--- src/sv/store_dma_request_sequencer_unit_macros.svh ---
// Assertion macros for the store DMA request sequencer unit.
`ifndef STORE_DMA_REQUEST_SEQUENCER_UNIT_MACROS_SVH
`define STORE_DMA_REQUEST_SEQUENCER_UNIT_MACROS_SVH

// Same-cycle implication, disabled in reset.
`define SDRS_ASSERT_SAME(label, clk, rst, pre, post) \
   label: assert property (@(posedge clk) disable iff (rst) (pre) |-> (post)) \
      else $error("sequencer check failed");

// Next-cycle implication, disabled in reset.
`define SDRS_ASSERT_NEXT(label, clk, rst, pre, post) \
   label: assert property (@(posedge clk) disable iff (rst) (pre) |=> (post)) \
      else $error("sequencer check failed");

`endif

--- src/sv/sdrs_pkg.sv ---
// Types, codes and counter helpers for the store DMA request sequencer.
`default_nettype none

package sdrs_pkg;

   localparam int CSR_INDEX_WIDTH = 3;
   localparam int CSR_DATA_WIDTH  = 8;

   typedef enum logic [CSR_INDEX_WIDTH-1:0] {
      CSR_POOL_WINDOW_SIZE = 3'd0,
      CSR_POOL_OUT_ROWS    = 3'd1,
      CSR_POOL_OUT_COLS    = 3'd2,
      CSR_LINE_OUT_ROWS    = 3'd3,
      CSR_LINE_OUT_COLS    = 3'd4
   } csr_index_type;

   typedef enum logic [3:0] {
      ST_WAIT_CMD = 4'b0001,
      ST_WAIT_DMA = 4'b0010,
      ST_SENDING  = 4'b0100,
      ST_POOLING  = 4'b1000
   } state_type;

   typedef struct packed {
      logic        head_valid;
      logic        head_is_config;
      logic        head_is_store;
      logic [7:0]  head_tag;
      logic        tracker_ready;
      logic [3:0]  tracker_new_id;
      logic        dma_ready;
      logic [7:0]  row_count;
      logic [7:0]  block_count;
      logic [15:0] line_row_count;
      logic [15:0] pooled_total_rows;
      logic [1:0]  store_mode;
   } req_type;

   typedef struct packed {
      logic        tracker_alloc_valid;
      logic [15:0] response_count;
      logic [7:0]  alloc_tag;
      logic        dma_request_valid;
      logic [3:0]  dma_request_id;
      logic        head_ready;
      logic [15:0] row_index;
      logic [7:0]  block_index;
      logic [7:0]  pooled_row_index;
      logic [7:0]  pooled_col_index;
      logic [7:0]  window_row_index;
      logic [7:0]  window_col_index;
   } rsp_type;

   // Increment and wrap to zero at the modulus; a zero modulus always wraps.
   function automatic logic [15:0] wrap_inc16(input logic [15:0] value,
                                              input logic [15:0] modulus);
      logic [16:0] sum;
      sum = {1'b0, value} + 17'd1;
      if (modulus == 16'd0 || sum >= {1'b0, modulus}) begin
         return 16'd0;
      end
      return sum[15:0];
   endfunction

   function automatic logic [7:0] wrap_inc8(input logic [7:0] value,
                                            input logic [7:0] modulus);
      logic [8:0] sum;
      sum = {1'b0, value} + 9'd1;
      if (modulus == 8'd0 || sum >= {1'b0, modulus}) begin
         return 8'd0;
      end
      return sum[7:0];
   endfunction

endpackage

`default_nettype wire

--- src/sv/store_dma_request_sequencer_unit.sv ---
// Store DMA request sequencer: command FSM, tracker allocation and row, block and pooling counters.
// An accepted item is held in the input register, then passes to the result register that
// drives rsp_valid once that register is empty or being taken with rsp_ready high.
// Throughput: one item per cycle, one pass of FSM and counter logic between the input and
// result registers; with the result held, input stalls once both registers are full.
// Reset (synchronous, active high) clears FSM, tracker id, counters, config and valids.
`default_nettype none

`include "store_dma_request_sequencer_unit_macros.svh"

module store_dma_request_sequencer_unit
   import sdrs_pkg::*;
(
   input  wire logic                       clock,
   input  wire logic                       reset,

   input  wire logic                       csr_write_enable,
   input  wire logic [CSR_INDEX_WIDTH-1:0] csr_index,
   input  wire logic [CSR_DATA_WIDTH-1:0]  csr_wdata,

   input  wire logic                       req_valid,
   output logic                            req_ready,
   input  wire logic                       req_head_valid,
   input  wire logic                       req_head_is_config,
   input  wire logic                       req_head_is_store,
   input  wire logic [7:0]                 req_head_tag,
   input  wire logic                       req_tracker_ready,
   input  wire logic [3:0]                 req_tracker_new_id,
   input  wire logic                       req_dma_ready,
   input  wire logic [7:0]                 req_row_count,
   input  wire logic [7:0]                 req_block_count,
   input  wire logic [15:0]                req_line_row_count,
   input  wire logic [15:0]                req_pooled_total_rows,
   input  wire logic [1:0]                 req_store_mode,

   output logic                            rsp_valid,
   input  wire logic                       rsp_ready,
   output logic                            rsp_tracker_alloc_valid,
   output logic [15:0]                     rsp_response_count,
   output logic [7:0]                      rsp_alloc_tag,
   output logic                            rsp_dma_request_valid,
   output logic [3:0]                      rsp_dma_request_id,
   output logic                            rsp_head_ready,
   output logic [15:0]                     rsp_row_index,
   output logic [7:0]                      rsp_block_index,
   output logic [7:0]                      rsp_pooled_row_index,
   output logic [7:0]                      rsp_pooled_col_index,
   output logic [7:0]                      rsp_window_row_index,
   output logic [7:0]                      rsp_window_col_index
);

   logic [7:0]  pool_window_size_ff;
   logic [7:0]  pool_out_rows_ff;
   logic [7:0]  pool_out_cols_ff;
   logic [7:0]  line_out_rows_ff;
   logic [7:0]  line_out_cols_ff;

   logic        in_valid_ff;
   req_type     in_ff;
   logic        out_valid_ff;
   rsp_type     out_ff;
   logic        advance;

   state_type   state_ff, state_in;
   logic [3:0]  active_id_ff, active_id_in;
   logic [15:0] row_ctr_ff, row_ctr_in;
   logic [7:0]  block_ctr_ff, block_ctr_in;
   logic [7:0]  pooled_row_ctr_ff, pooled_row_ctr_in;
   logic [7:0]  pooled_col_ctr_ff, pooled_col_ctr_in;
   logic [7:0]  window_row_ctr_ff, window_row_ctr_in;
   logic [7:0]  window_col_ctr_ff, window_col_ctr_in;

   logic        pooling;
   logic        line1d;
   logic        head_store;
   logic        alloc;
   logic        alloc_now;
   logic [15:0] product;
   logic [15:0] resp_count;
   logic        req_c;
   logic        fire;
   logic        pop_now;
   logic [15:0] eff_rows;
   logic        last_blk;
   logic        row_end;
   logic        win_col_last;
   logic        win_row_last;
   logic        pool_col_last;
   logic        line_col_last;
   logic        pool_idle;
   logic        final_pos;
   rsp_type     result;

   // configuration registers
   always_ff @(posedge clock) begin
      if (reset) begin
         pool_window_size_ff <= '0;
         pool_out_rows_ff    <= '0;
         pool_out_cols_ff    <= '0;
         line_out_rows_ff    <= '0;
         line_out_cols_ff    <= '0;
      end else if (csr_write_enable) begin
         case (csr_index)
            CSR_POOL_WINDOW_SIZE: pool_window_size_ff <= csr_wdata;
            CSR_POOL_OUT_ROWS:    pool_out_rows_ff    <= csr_wdata;
            CSR_POOL_OUT_COLS:    pool_out_cols_ff    <= csr_wdata;
            CSR_LINE_OUT_ROWS:    line_out_rows_ff    <= csr_wdata;
            CSR_LINE_OUT_COLS:    line_out_cols_ff    <= csr_wdata;
            default: begin
            end
         endcase
      end
   end

   assign advance   = in_valid_ff && (!out_valid_ff || rsp_ready);
   assign req_ready = !in_valid_ff || advance;

   // per-item decode
   always_comb begin
      pooling    = in_ff.store_mode[1];
      line1d     = in_ff.store_mode[0];
      head_store = in_ff.head_valid && in_ff.head_is_store;
      alloc      = (state_ff == ST_WAIT_CMD) && head_store;
      alloc_now  = alloc && in_ff.tracker_ready;
      product    = {8'd0, in_ff.row_count} * {8'd0, in_ff.block_count};
      resp_count = pooling ? in_ff.pooled_total_rows
                 : (line1d ? in_ff.line_row_count : product);
      req_c = alloc_now || (state_ff == ST_WAIT_DMA)
           || ((state_ff == ST_SENDING) && (block_ctr_ff != 8'd0 || row_ctr_ff != 16'd0))
           || ((state_ff == ST_POOLING) && (window_col_ctr_ff != 8'd0
               || window_row_ctr_ff != 8'd0 || pooled_col_ctr_ff != 8'd0
               || pooled_row_ctr_ff != 8'd0));
      fire = req_c && in_ff.dma_ready;

      eff_rows = line1d ? in_ff.line_row_count : {8'd0, in_ff.row_count};
      last_blk = (in_ff.block_count != 8'd0) && (block_ctr_ff == in_ff.block_count - 8'd1);
      row_end  = (eff_rows != 16'd0) && (row_ctr_ff == eff_rows - 16'd1);
      win_col_last  = (pool_window_size_ff != 8'd0)
                   && (window_col_ctr_ff == pool_window_size_ff - 8'd1);
      win_row_last  = (pool_window_size_ff != 8'd0)
                   && (window_row_ctr_ff == pool_window_size_ff - 8'd1);
      pool_col_last = (pool_out_cols_ff != 8'd0)
                   && (pooled_col_ctr_ff == pool_out_cols_ff - 8'd1);
      line_col_last = (line_out_cols_ff != 8'd0)
                   && (pooled_col_ctr_ff == line_out_cols_ff - 8'd1);
      pool_idle = (pooled_row_ctr_ff == 8'd0) && (pooled_col_ctr_ff == 8'd0)
               && (window_row_ctr_ff == 8'd0) && (window_col_ctr_ff == 8'd0);
      final_pos = win_col_last && win_row_last && pool_col_last
               && (pool_out_rows_ff != 8'd0)
               && (pooled_row_ctr_ff == pool_out_rows_ff - 8'd1);
   end

   // FSM and counters
   always_comb begin
      state_in          = state_ff;
      active_id_in      = active_id_ff;
      row_ctr_in        = row_ctr_ff;
      block_ctr_in      = block_ctr_ff;
      pooled_row_ctr_in = pooled_row_ctr_ff;
      pooled_col_ctr_in = pooled_col_ctr_ff;
      window_row_ctr_in = window_row_ctr_ff;
      window_col_ctr_in = window_col_ctr_ff;
      pop_now           = 1'b0;

      case (state_ff)
         ST_WAIT_CMD: begin
            if (in_ff.head_valid) begin
               if (in_ff.head_is_config) begin
                  pop_now = 1'b1;
               end else if (in_ff.head_is_store && in_ff.tracker_ready) begin
                  active_id_in = in_ff.tracker_new_id;
                  if (fire) begin
                     state_in = pooling ? ST_POOLING : ST_SENDING;
                  end else begin
                     state_in = ST_WAIT_DMA;
                  end
               end
            end
         end
         ST_WAIT_DMA: begin
            if (fire) begin
               state_in = pooling ? ST_POOLING : ST_SENDING;
            end
         end
         ST_SENDING: begin
            if ((last_blk && row_end && fire)
                || (block_ctr_ff == 8'd0 && row_ctr_ff == 16'd0)) begin
               state_in = ST_WAIT_CMD;
               pop_now  = 1'b1;
            end
         end
         ST_POOLING: begin
            if (pool_idle || (final_pos && fire)) begin
               state_in = ST_WAIT_CMD;
               pop_now  = 1'b1;
            end
         end
         default: begin
            state_in = ST_WAIT_CMD;
         end
      endcase

      if (fire) begin
         if (!pooling) begin
            if (line1d) begin
               pooled_col_ctr_in = wrap_inc8(pooled_col_ctr_ff, line_out_cols_ff);
               if (line_col_last) begin
                  pooled_row_ctr_in = wrap_inc8(pooled_row_ctr_ff, line_out_rows_ff);
               end
               row_ctr_in = wrap_inc16(row_ctr_ff, in_ff.line_row_count);
            end else if (last_blk) begin
               row_ctr_in = wrap_inc16(row_ctr_ff, {8'd0, in_ff.row_count});
            end
            block_ctr_in = wrap_inc8(block_ctr_ff, in_ff.block_count);
         end else begin
            window_col_ctr_in = wrap_inc8(window_col_ctr_ff, pool_window_size_ff);
            if (win_col_last) begin
               window_row_ctr_in = wrap_inc8(window_row_ctr_ff, pool_window_size_ff);
               if (win_row_last) begin
                  pooled_col_ctr_in = wrap_inc8(pooled_col_ctr_ff, pool_out_cols_ff);
                  if (pool_col_last) begin
                     pooled_row_ctr_in = wrap_inc8(pooled_row_ctr_ff, pool_out_rows_ff);
                  end
               end
            end
         end
      end
   end

   always_comb begin
      result.tracker_alloc_valid = alloc;
      result.response_count      = resp_count;
      result.alloc_tag           = head_store ? in_ff.head_tag : 8'd0;
      result.dma_request_valid   = req_c;
      result.dma_request_id      = alloc_now ? in_ff.tracker_new_id : active_id_ff;
      result.head_ready          = pop_now;
      result.row_index           = row_ctr_ff;
      result.block_index         = block_ctr_ff;
      result.pooled_row_index    = pooled_row_ctr_ff;
      result.pooled_col_index    = pooled_col_ctr_ff;
      result.window_row_index    = window_row_ctr_ff;
      result.window_col_index    = window_col_ctr_ff;
   end

   // control state
   always_ff @(posedge clock) begin
      if (reset) begin
         in_valid_ff       <= 1'b0;
         out_valid_ff      <= 1'b0;
         state_ff          <= ST_WAIT_CMD;
         active_id_ff      <= '0;
         row_ctr_ff        <= '0;
         block_ctr_ff      <= '0;
         pooled_row_ctr_ff <= '0;
         pooled_col_ctr_ff <= '0;
         window_row_ctr_ff <= '0;
         window_col_ctr_ff <= '0;
      end else begin
         if (req_ready) begin
            in_valid_ff <= req_valid;
         end
         if (advance) begin
            out_valid_ff      <= 1'b1;
            state_ff          <= state_in;
            active_id_ff      <= active_id_in;
            row_ctr_ff        <= row_ctr_in;
            block_ctr_ff      <= block_ctr_in;
            pooled_row_ctr_ff <= pooled_row_ctr_in;
            pooled_col_ctr_ff <= pooled_col_ctr_in;
            window_row_ctr_ff <= window_row_ctr_in;
            window_col_ctr_ff <= window_col_ctr_in;
         end else if (rsp_ready) begin
            out_valid_ff <= 1'b0;
         end
      end
   end

   // payload
   always_ff @(posedge clock) begin
      if (req_valid && req_ready) begin
         in_ff.head_valid        <= req_head_valid;
         in_ff.head_is_config    <= req_head_is_config;
         in_ff.head_is_store     <= req_head_is_store;
         in_ff.head_tag          <= req_head_tag;
         in_ff.tracker_ready     <= req_tracker_ready;
         in_ff.tracker_new_id    <= req_tracker_new_id;
         in_ff.dma_ready         <= req_dma_ready;
         in_ff.row_count         <= req_row_count;
         in_ff.block_count       <= req_block_count;
         in_ff.line_row_count    <= req_line_row_count;
         in_ff.pooled_total_rows <= req_pooled_total_rows;
         in_ff.store_mode        <= req_store_mode;
      end
      if (advance) begin
         out_ff <= result;
      end
   end

   assign rsp_valid               = out_valid_ff;
   assign rsp_tracker_alloc_valid = out_ff.tracker_alloc_valid;
   assign rsp_response_count      = out_ff.response_count;
   assign rsp_alloc_tag           = out_ff.alloc_tag;
   assign rsp_dma_request_valid   = out_ff.dma_request_valid;
   assign rsp_dma_request_id      = out_ff.dma_request_id;
   assign rsp_head_ready          = out_ff.head_ready;
   assign rsp_row_index           = out_ff.row_index;
   assign rsp_block_index         = out_ff.block_index;
   assign rsp_pooled_row_index    = out_ff.pooled_row_index;
   assign rsp_pooled_col_index    = out_ff.pooled_col_index;
   assign rsp_window_row_index    = out_ff.window_row_index;
   assign rsp_window_col_index    = out_ff.window_col_index;

   `SDRS_ASSERT_SAME(a_hold_when_full, clock, reset,
      in_valid_ff && out_valid_ff && !rsp_ready, !req_ready)
   `SDRS_ASSERT_NEXT(a_alloc_only_idle, clock, reset,
      advance && state_ff != ST_WAIT_CMD, !rsp_tracker_alloc_valid)
   `SDRS_ASSERT_NEXT(a_done_returns_idle, clock, reset,
      advance && pop_now && state_ff != ST_WAIT_CMD, state_ff == ST_WAIT_CMD)

endmodule

`default_nettype wire
--- config.mk ---
export PLATFORM = sky130hd
export DESIGN_NAME = store_dma_request_sequencer_unit
export DESIGN_NICKNAME = d
export VERILOG_FILES = /design/src/sv/sdrs_pkg.sv /design/src/sv/store_dma_request_sequencer_unit.sv
export VERILOG_INCLUDE_DIRS = /design/src /design/src/sv
export SDC_FILE = /design/constraint.sdc
export NUM_CORES = 1
export LEC_CHECK = 0
export BUFFER_PORTS_ARGS = -buffer_cell sky130_fd_sc_hd__buf_2
export CORE_ASPECT_RATIO = 2
export CORE_MARGIN = 2
export CORE_UTILIZATION = 60
export CTS_CLUSTER_SIZE = 25
export DETAILED_ROUTE_END_ITERATION = 12
export HOLD_SLACK_MARGIN = 0.06
export PLACE_DENSITY = 0.86
export SLEW_MARGIN = 20
export SYNTH_ARGS = -nofsm -noshare
export SYNTH_HDL_FRONTEND = slang
export SYNTH_SLANG_ARGS = --single-unit
export TNS_END_PERCENT = 5
--- constraint.sdc ---
create_clock -name clock -period 5.26 [get_ports clock]
set_input_delay 0.263 -clock clock [delete_from_list [all_inputs] [get_ports clock]]
set_output_delay 0.263 -clock clock [all_outputs]
set_load 0.005 [all_outputs]
* After elaboration in Yosys (flattened, before gate mapping)
Index checks and enable logic that the tools add are counted.
Word-level totals: bits in registers 260, bits in latches 0, RAM bits 0, memory bits (read-only) 0, bits of input ports 83, memories kept 0
Cells by class: add/sub/neg operators 12, multipliers 1, divide/modulo/power cells 0, magnitude comparators 9, equality and inequality tests 24, shifts and indexed selects 0, multiplexer cells 89, bitwise operators 2, reduce and logical (&&, ||, !) cells 92
Operator list (number):
- $mux W8 | 24
- $mux W16 | 9
- $logic_not A8 Y1 | 12
- $reduce_bool A8 Y1 | 10
- $ge A9 B8 Y1 | 7
- $eq A8 B8 Y1 | 6
- $add A8 B1 Y9 const B | 5
- $mux W1 | 45
- $sub A8 B1 Y8 const B | 5
- $mux W4 | 9
- $logic_not A16 Y1 | 2
- $reduce_bool A16 Y1 | 2
- $logic_and A1 B1 Y1 | 26
- $logic_or A1 B1 Y1 | 20
- $add A16 B1 Y17 const B | 1
- $ge A17 B16 Y1 | 1
- $ge A17 B8 Y1 | 1
- $eq A16 B16 Y1 | 1
- $mul A8 B8 Y16 | 1
- $pmux W4 S4 | 1
- $sub A16 B1 Y16 const B | 1
- $reduce_and A7 Y1 | 2
- $ne A2 B1 Y1 const B | 6
- $reduce_and A2 Y1 | 5
- 16 further kinds | 27

* Logic depth before layout (Yosys ltp)
Gate-level depths: netlist of the first run.
depth in word-level cells 14, gate-level depth with buffers 20

* Worst setup path after synthesis of the first run
Ideal clock, no wire load.
kind flip-flop to flip-flop, start point reg in_ff[38] (netlist bit), end point reg out_ff, in the netlist rsp_response_count[14], data pin, arrival time 4.474 ns, data required time 5.000 ns, setup slack 0.526 ns, cell stages (with the launch flop) 18, path buffers 0, cells stage by stage edfxtp_1 inv_1 nor2_1 fa_1 fa_1 inv_1 fa_1 fa_1 inv_1 ha_1 inv_1 o21ai_0 a2111o_1 a41oi_1 o21ai_0 xnor2_1 o21ai_0 mux2_2
On the way: longest elaborated chain between the ends 3
RTL lines:
- start: declaration | line store_dma_request_sequencer_unit.sv:59 | req_type in_ff;
- $mul A8 B8 Y16 | line store_dma_request_sequencer_unit.sv:125 | product = {8'd0, in_ff.row_count} * {8'd0, in_ff.block_count};
- $mux W16 | line store_dma_request_sequencer_unit.sv:127 | : (line1d ? in_ff.line_row_count : product);
- $mux W16 | line store_dma_request_sequencer_unit.sv:126 | resp_count = pooling ? in_ff.pooled_total_rows
- net resp_count[14] | line store_dma_request_sequencer_unit.sv:79 | logic [15:0] resp_count;
- end signal: assignment | line store_dma_request_sequencer_unit.sv:295 | out_ff <= result;
- end: declaration | line store_dma_request_sequencer_unit.sv:61 | rsp_type out_ff;
The timed path passes the listed nets, and every way through them passes these cells. A chain may end at the register's enable or synchronous reset.

* Final worst setup path of the first run
start point reg in_ff[45] (netlist bit), end point reg out_ff, in the netlist rsp_response_count[14], data pin
The elaborated chain is that of the path after synthesis.

==> flow_summary.yaml, run 1 <==
logic_synthesis:
  avgSynthCellArea_um2: 9.63
  netlist_area_mm2: 0.0169
  syn_inst: 1758
  syn_nets: 2015
  synth_ff_type: "edfxtp_1"
  async_flop_share_pct: 0
  synth_seq_cells: 260
  synth_common_cells: "nand2_1, edfxtp_1, inv_1"
  ys.warnings.count: 0
  yosys.area.top_type: "edfxtp_1"
  ys_types: 93
  ys_seq_area_share_pct: 39.8
  synth_most_common_cell: "nand2_1"
  yosys-top-cells-area: "edfxtp_1, dfxtp_1, ha_1"
  synth_top_area_share_pct: 27.3
  synth_edf_count: 154
timing:
  layout_min_cycle_time_ps: 5110
  setup_viol: 0
  finalSetupTns_ps: 0
  clock_skew_ps: 11.5
  final.period_utilization_pct: 97.2
  drv_slew: 0
  rsz0062_at_grt: "false"
  fmax_mhz: 196
  max_slew_margin_pct: 21.7
  hold_viol: 0
  tightest_slew_ps: 1170
die:
  fp-row-count: 87
  core_mm2: 0.0280
  start_util_pct: 60.5
  die_w_um: 123
  ios: 172
  die_h_um: 242
  dieArea_mm2: 0.0297
pwr:
  vdd_drop_max_v: 0.000271
  leakagePower_nw: 8.06
  power_density_mw_per_mm2: 267
drt:
  vias: 14400
  viasPerCell: 6.12
  drt-total-wl_um: 46300
  drt-pass1-iter-count: 7
  drt_iter0_drc: 1310
  postRouteAntennaNets: 0
  drt-wirelength-per-cell_um: 19.7
  route.detailed.drc: 0
critical_path:
  path_buf_inv: 3
  timing.rr.start: "in_ff[45]$_DFFE_PP_"
  cp_data_required_time_ps: 5560
  slowest_delay_ps: 590
  path_class: "reg2reg"
  cp_num_cells: 16
  worstSetupStartpointType: "register"
  crit_chain: "clkinv_1 > nor2_1 > fa_1 > fa_1 > fa_1 > inv_1 > fa_1 > inv_1 > ha_1 > nor3_1 > nor2_1 > a41oi_2 > o21ai_0 > xnor2_1 > o21ai_0 > mux2_2"
  crit_family: "adder cells"
  critPathMaxFanout: 8
  worst_ep_arrival_time_ps: 5410
  cp_slowest_cell: "fa_1"
  r2r_end: "rsp_response_count[14]$_DFFE_PP_"
  critPathCapture: "rsp_response_count[14]$_DFFE_PP_"
  reg2reg_slack_ps: 150
  cp-end-kind: "register"
  ff2ff_path_depth: 16
  cp_common_cell: "fa_1"
  crit_path_start: "in_ff[45]$_DFFE_PP_"
layout:
  num_antenna_cells: 0
  final_util_pct: 70.4
  multi_input_area_mm2: 0.00929
  fin_nets: 2235
  syn_to_final_growth_pct: 16.3
  drive_above_1_share_pct: 14.3
  register_area_mm2: 0.00675
  nFillCells: 2026
placement:
  port_buffers: 171
  hpwl_um: 31600
  gp_congestion: 0.947
grt:
  grt_pass1_wl_um: 73800
  antenna_found_initial: 0
  track_usage_pct: 31.4
  grt_max_degree: 72
  grt_pass1_vias: 14100
  grt-ovfl-total: 0
clocking:
  clockBufferDepth: 3
  cts.htree.levels: 1
  clockRootBuffer: "clkbuf_16"
  clkLatencyLatePin_ps: 550
  cts_inserted_buffers: 24
  cts_tree: "built"
  clkTransAtPathRegs_ps: 80
  clock_sinks: 260
flow_run:
  max_cap_violations: 0
min_path:
  hold_depth: 4
  hold_class: "in2reg"
run_status:
  status: "completed"
-- per-layer routing --
layer	global-route usage (%)	vias to the layer above	part of all wire, %	routed length [µm]
met2	50.7	711	48	22400
met4	13.2	0	4.5	2070
met1	41.7	6812	40	18400
li1	-	6703	-	-
met3	4.55	153	7.4	3440
met5	0	-	0	0
-- worst min-delay path by stage --
stage | startpoint | endpoint | slack, ps
after global routing | csr_index[1] | pool_out_rows_ff[5]$_SDFFE_PP0P_ | 180
after detailed placement | req_line_row_count[10] | in_ff[28]$_DFFE_PP_ | 440
after CTS | csr_index[1] | pool_out_rows_ff[6]$_SDFFE_PP0P_ | 140
after floorplan | req_store_mode[0] | in_ff[0]$_DFFE_PP_ | 360
after global placement | req_head_tag[7] | in_ff[63]$_DFFE_PP_ | 440
final | csr_index[0] | pool_out_cols_ff[5]$_SDFFE_PP0P_ | 160
-- worst reg2reg max path: stages (launching register included) --
cell and delay [ps]:
edfxtp_1 370, clkinv_1 290, nor2_1 270, fa_1 490, fa_1 560, fa_1 590, inv_1 80, fa_1 550
inv_1 50, ha_1 360, nor3_1 200, nor2_1 120, a41oi_2 260, o21ai_0 150, xnor2_1 150, o21ai_0 90
mux2_2 280
-- report_power, final --
group          total, mW  switching, mW  internal [mW]
combinational       1.13          0.656          0.472
sequential          2.29         0.0530           2.24
clock               1.85          0.838           1.01
total               5.27           1.55           3.72
-- area by class of cell --
cell class	count	area share, %
Sequential cell	260	34.3
Clock inverter	14	0.635
Inverter	154	2.97
Clock buffer	29	3.52
Tap cell	356	2.26
Timing Repair Buffer	272	9.19
Multi-Input combinational cell	1266	47.2
-- stage by stage --
| stage | hold slack, ps | total power, mW | std cells | area (µm²) | worst slack (ps) |
|---|---|---|---|---|---|
| after floorplan | 362 | 3.03 | 1758 | 16900 | 526 |
| after global placement | 439 | 3.27 | 2231 | 18100 | 294 |
| after detailed placement | 441 | 3.31 | 2231 | 18100 | 135 |
| after CTS | 143 | 5.19 | 2351 | 19700 | 113 |
| after global routing | 183 | 5.47 | 2351 | 19700 | 0.538 |
| final | 160 | 5.27 | 2351 | 19700 | 146 |
-- kinds of logic after synthesis --
group                      count (synthesis)  synth area share [%]
and+or+nand+nor                          611                  18.6
adders and majority gates                174                  14.4
DFF                                      260                  39.8
muxes                                     39                  2.41
xor gates and xnor gates                 128                  6.86
AOI/OAI and AO/OA                        314                  12.4
buffers and inverters                    232                  5.44
-- cell usage in the layout, fill, tap and decap left out, types with 10 or more instances in the layout --
master and n:
ha_1 138, dlygate4sd3_1 77, nand4_1 21, clkinv_1 10, mux2i_1 25, and3_1 19, inv_1 143, o21ai_0 74
o21a_1 20, o211ai_1 13, fa_1 36, nor3b_1 11, or4_1 13, a21o_1 21, o31ai_1 12, a21oi_1 84
buf_4 25, nand2b_1 23, nor2b_1 17, nor3_1 35, nor2_1 132, dfxtp_1 106, nand2_1 167, nand3b_1 11
mux2_2 13, nand3_1 64, nor4_1 24, xnor2_1 79, xor2_1 46, or3_1 17, and2_1 14, clkbuf_16 27
edfxtp_1 154, buf_2 170
-- timing repair --
item,in CTS,in global routing
hold buffers,77,0
setup buffers,0,0
endpoints found under the hold margin,105,0
endpoints found under the setup margin,0,3
gates resized for setup,0,4
-- state kept, by name (all words and copies together) (netlist names), 16 cells and up --
signal and flops:
in_ff 67, row_ctr_ff 16, rsp_response_count 16, rsp_row_index 16
No activity file was read; power rests on OpenSTA's default activity.
==> inputs of run 2 (changes only) <==
PLACE_DENSITY = 0.81   (was 0.86)
==> flow_summary.yaml, run 2 (synthesis results as in run 1) <==
run_status:
  status: "completed"
clocking:
  clockRootBuffer: "clkbuf_16"
  clock_sinks: 260
  cts_setup_buffers: 0
  clkTransAtPathRegs_ps: 70
  clockBufferDepth: 3
  clkLatencyLatePin_ps: 560
  cts_inserted_buffers: 24
  cts_tree: "built"
  cts.htree.levels: 1
die:
  ios: 172
  start_util_pct: 60.5
  dieArea_mm2: 0.0297
  core_mm2: 0.0280
  die_w_um: 123
  die_h_um: 242
  fp-row-count: 87
layout:
  final_util_pct: 70.4
  final_cells: 2351
  layout_commonest_cell: "buf_2"
  num_antenna_cells: 0
  syn_to_final_growth_pct: 16.3
  largest_register_ff_count: 67
  largest_register: "in_ff"
  final_cell_mix: "buf_2, nand2_1, edfxtp_1"
  final_area_mm2: 0.0197
  fin_nets: 2234
  drive_above_1_share_pct: 14.5
critical_path:
  path_class: "reg2reg"
  cp-end-kind: "register"
  reg2reg_slack_ps: 310
  critPathMaxFanout: 6
  worst_ep_arrival_time_ps: 5270
  cp_data_required_time_ps: 5580
  worstSetupStartpointType: "register"
timing:
  timing.hold.ws_ps: 159
  max_slew_margin_pct: 39.3
  layout_min_cycle_time_ps: 4950
  setup_viol: 0
  setup_slack_ps: 313
  final.period_utilization_pct: 94.1
  rsz0062_at_grt: "false"
  hold_viol: 0
  tightest_slew_ps: 910
  fmax_mhz: 202
  finalSetupTns_ps: 0
  drv_slew: 0
  clock_skew_ps: 30.7
drt:
  route.detailed.drc: 0
  drt-wirelength-per-cell_um: 19.1
  postRouteAntennaNets: 0
  viasPerCell: 6.01
  vias: 14100
  drt_iter0_drc: 1158
  drt-total-wl_um: 45000
  drt-pass1-iter-count: 6
grt:
  grt_max_degree: 72
  grt_pass1_vias: 13700
  antenna_found_initial: 0
  grt_pass1_wl_um: 71900
  track_usage_pct: 30.5
  grt-ovfl-total: 0
placement:
  hpwl_um: 31000
  gp_congestion: 0.941
  port_buffers: 171
  dp.cells: 2230
  place_ws_ps: 186
  place_area_mm2: 0.0181
pwr:
  leakagePower_nw: 8.07
  vdd_drop_max_v: 0.000358
  power_density_mw_per_mm2: 265
  power.total_mw: 5.23
min_path:
  hold_class: "in2reg"
flow_run:
  max_cap_violations: 0
==> run 2: critical path, stage by stage, from the launching register on <==
cell and delay (ps):
edfxtp_1 460, inv_2 150, nor2_1 80, fa_1 450, fa_1 540, inv_1 50
fa_1 460, fa_1 550, inv_1 40, ha_1 290, inv_1 80, o21ai_0 130
a2111o_1 480, a41oi_2 260, o21ai_0 160, xnor2_1 150, o21ai_0 80, mux2_2 290
==> run 2: repair_timing <==
item,4_1_cts,5_1_grt
hold endpoints to repair,105,0
hold buffers,77,0
gates resized for setup,0,7
setup endpoints to repair,0,2
==> run 2: worst paths after layout <==
check        cells after the start                               end                        startpoint
max reg2reg                     17  rsp_response_count[14]$_DFFE_PP_               in_ff[43]$_DFFE_PP_
min                              4  pool_out_cols_ff[1]$_SDFFE_PP0P_                      csr_index[0]
max                             17  rsp_response_count[14]$_DFFE_PP_               in_ff[43]$_DFFE_PP_
min reg2reg                      2  line_out_rows_ff[4]$_SDFFE_PP0P_  line_out_rows_ff[4]$_SDFFE_PP0P_
==> run 2: area by class of cell <==
| type | count | area (µm²) |
|---|---|---|
| clock buffer | 32 | 734 |
| clock inverter | 12 | 97.6 |
| fill | 2075 | 8280 |
| inverter | 154 | 588 |
| multi-input combinational | 1266 | 9290 |
| sequential | 260 | 6750 |
| tap | 356 | 445 |
| timing repair buffer | 271 | 1800 |
==> run 2: metal layers <==
layer | track usage [%] | up-vias | routed length (µm)
met5 | 0 | - | 0
met4 | 12.0 | 0 | 1780
met3 | 5.19 | 120 | 3430
met2 | 48.8 | 620 | 21500
met1 | 40.8 | 6684 | 18400
li1 | - | 6694 | -
==> run 2: power by group <==
group	internal, mW	total (mW)	switching, mW
registers	2.24	2.29	0.0519
clock network	1.04	1.86	0.819
logic	0.461	1.08	0.620
==> inputs of run 3 (changes only) <==
CELL_PAD_IN_SITES_DETAIL_PLACEMENT = 0   (was default)
CELL_PAD_IN_SITES_GLOBAL_PLACEMENT = 1   (was default)
CORE_UTILIZATION = 47   (was 60)
PLACE_DENSITY = default   (was 0.81)
PLACE_DENSITY_LB_ADDON = 0.1   (was default)
==> flow_summary.yaml, run 3 (synthesis results as in run 1) <==
run_status:
  status: "completed"
drt:
  drt-pass1-iter-count: 5
  drt-total-wl_um: 54500
  viasPerCell: 5.68
  route.detailed.drc: 0
  postRouteAntennaNets: 0
  drt-wirelength-per-cell_um: 22.0
  drt_iter0_drc: 676
  vias: 14000
clocking:
  clockRootBuffer: "clkbuf_16"
  cts_inserted_buffers: 26
  cts_tree: "built"
  clkLatencyLatePin_ps: 590
  clkTransAtPathRegs_ps: 70
  clock_sinks: 260
  cts.htree.levels: 1
  clockBufferDepth: 3
layout:
  final_area_mm2: 0.0200
  syn_to_final_growth_pct: 18.3
  fin_nets: 2258
  largest_register_ff_count: 67
  layout_commonest_cell: "buf_2"
  largest_register: "in_ff"
  drive_above_1_share_pct: 15.0
  num_antenna_cells: 0
  final_cell_mix: "buf_2, nand2_1, edfxtp_1"
grt:
  antenna_found_initial: 0
  grt_max_degree: 82
  grt_pass1_wl_um: 82400
  grt_pass1_vias: 14600
  track_usage_pct: 28.4
  grt-ovfl-total: 0
critical_path:
  cp_slowest_cell: "fa_1"
  path_class: "reg2reg"
  cp-end-kind: "register"
  path_buf_inv: 5
  cp_data_required_time_ps: 5600
  slowest_delay_ps: 550
  crit_chain: "clkinvlp_4 > nor2_1 > fa_1 > fa_1 > inv_1 > fa_1 > fa_1 > inv_1 > ha_1 > inv_1 > o21ai_0 > a2111o_1 > a41oi_1 > buf_4 > o21ai_0 > xnor2_1 > o21ai_0 > mux2_2"
  worst_ep_arrival_time_ps: 5350
  cp_common_cell: "fa_1"
  critPathMaxFanout: 7
  worstSetupStartpointType: "register"
  crit_family: "adder cells"
die:
  core_mm2: 0.0357
  die_w_um: 138
  die_h_um: 272
  start_util_pct: 47.5
  dieArea_mm2: 0.0377
  fp-row-count: 98
  ios: 172
timing:
  fmax_mhz: 200
  setup_slack_ps: 248
  hold_viol: 0
  tightest_slew_ps: 1030
  max_slew_margin_pct: 31.6
  finalSetupTns_ps: 0
  final.period_utilization_pct: 95.3
  clock_skew_ps: 38.5
  setup_viol: 0
  drv_slew: 0
  timing.hold.ws_ps: 132
  rsz0062_at_grt: "false"
  layout_min_cycle_time_ps: 5010
flow_run:
  max_cap_violations: 0
min_path:
  hold_class: "in2reg"
pwr:
  leakagePower_nw: 8.19
  power_density_mw_per_mm2: 274
  vdd_drop_max_v: 0.000301
placement:
  place_ws_ps: 231
  hpwl_um: 42800
  place_area_mm2: 0.0184
  gp_congestion: 0.911
  port_buffers: 171
-- run 3: path summary, 6_finish.rpt --
| check | startpoint | end | slack, ps | cells after the start |
|---|---|---|---|---|
| worst min-delay path | reset | window_row_ctr_ff[7]$_SDFFE_PP0P_ | 130 | 2 |
| worst max-delay path | in_ff[45]$_DFFE_PP_ | rsp_response_count[14]$_DFFE_PP_ | 250 | 18 |
| worst max register to register | in_ff[45]$_DFFE_PP_ | rsp_response_count[14]$_DFFE_PP_ | 250 | 18 |
| worst min register to register | line_out_rows_ff[5]$_SDFFE_PP0P_ | line_out_rows_ff[5]$_SDFFE_PP0P_ | 470 | 2 |
-- run 3: per-stage QoR --
| stage | instances | power (mW) | utilization [%] |
|---|---|---|---|
| 2_1_floorplan | 1758 | 3.03 | - |
| 3_3_place_gp | 2345 | 3.50 | 51.4 |
| 3_5_place_dp | 2345 | 3.51 | 51.4 |
| 4_1_cts | 2470 | 5.54 | 56.1 |
| 5_1_grt | 2471 | 5.73 | 56.1 |
| 6_report | 2471 | 5.48 | 56.1 |
-- run 3: area by class of cell --
type | instances | area [µm²]
Timing Repair Buffer | 293 | 1970
Inverter | 154 | 584
Fill cell | 3258 | 15700
Clock buffer | 33 | 687
Sequential cell | 260 | 6750
Tap cell | 450 | 563
Clock inverter | 15 | 205
Multi-Input combinational cell | 1266 | 9280
-- run 3: repair_timing --
action	CTS	global route
setup buffers	0	1
endpoints found under the setup margin	0	2
resized for setup	0	3
hold endpoints to repair	97	0
hold buffers	77	0
-- run 3: where the power goes --
group	switching, mW	internal [mW]	total [mW]
Sequential	0.0518	2.24	2.29
Combinational	0.706	0.506	1.21
Clock	0.849	1.13	1.98
Total	1.61	3.88	5.48
-- run 3: routing by layer --
layer | global-route usage, % | vias up | wire length [µm]
met4 | 19.3 | 0 | 4100
met3 | 2.58 | 177 | 1460
met2 | 58.8 | 372 | 31400
met1 | 25.1 | 6754 | 17500
met5 | 0 | - | 0
li1 | - | 6735 | -
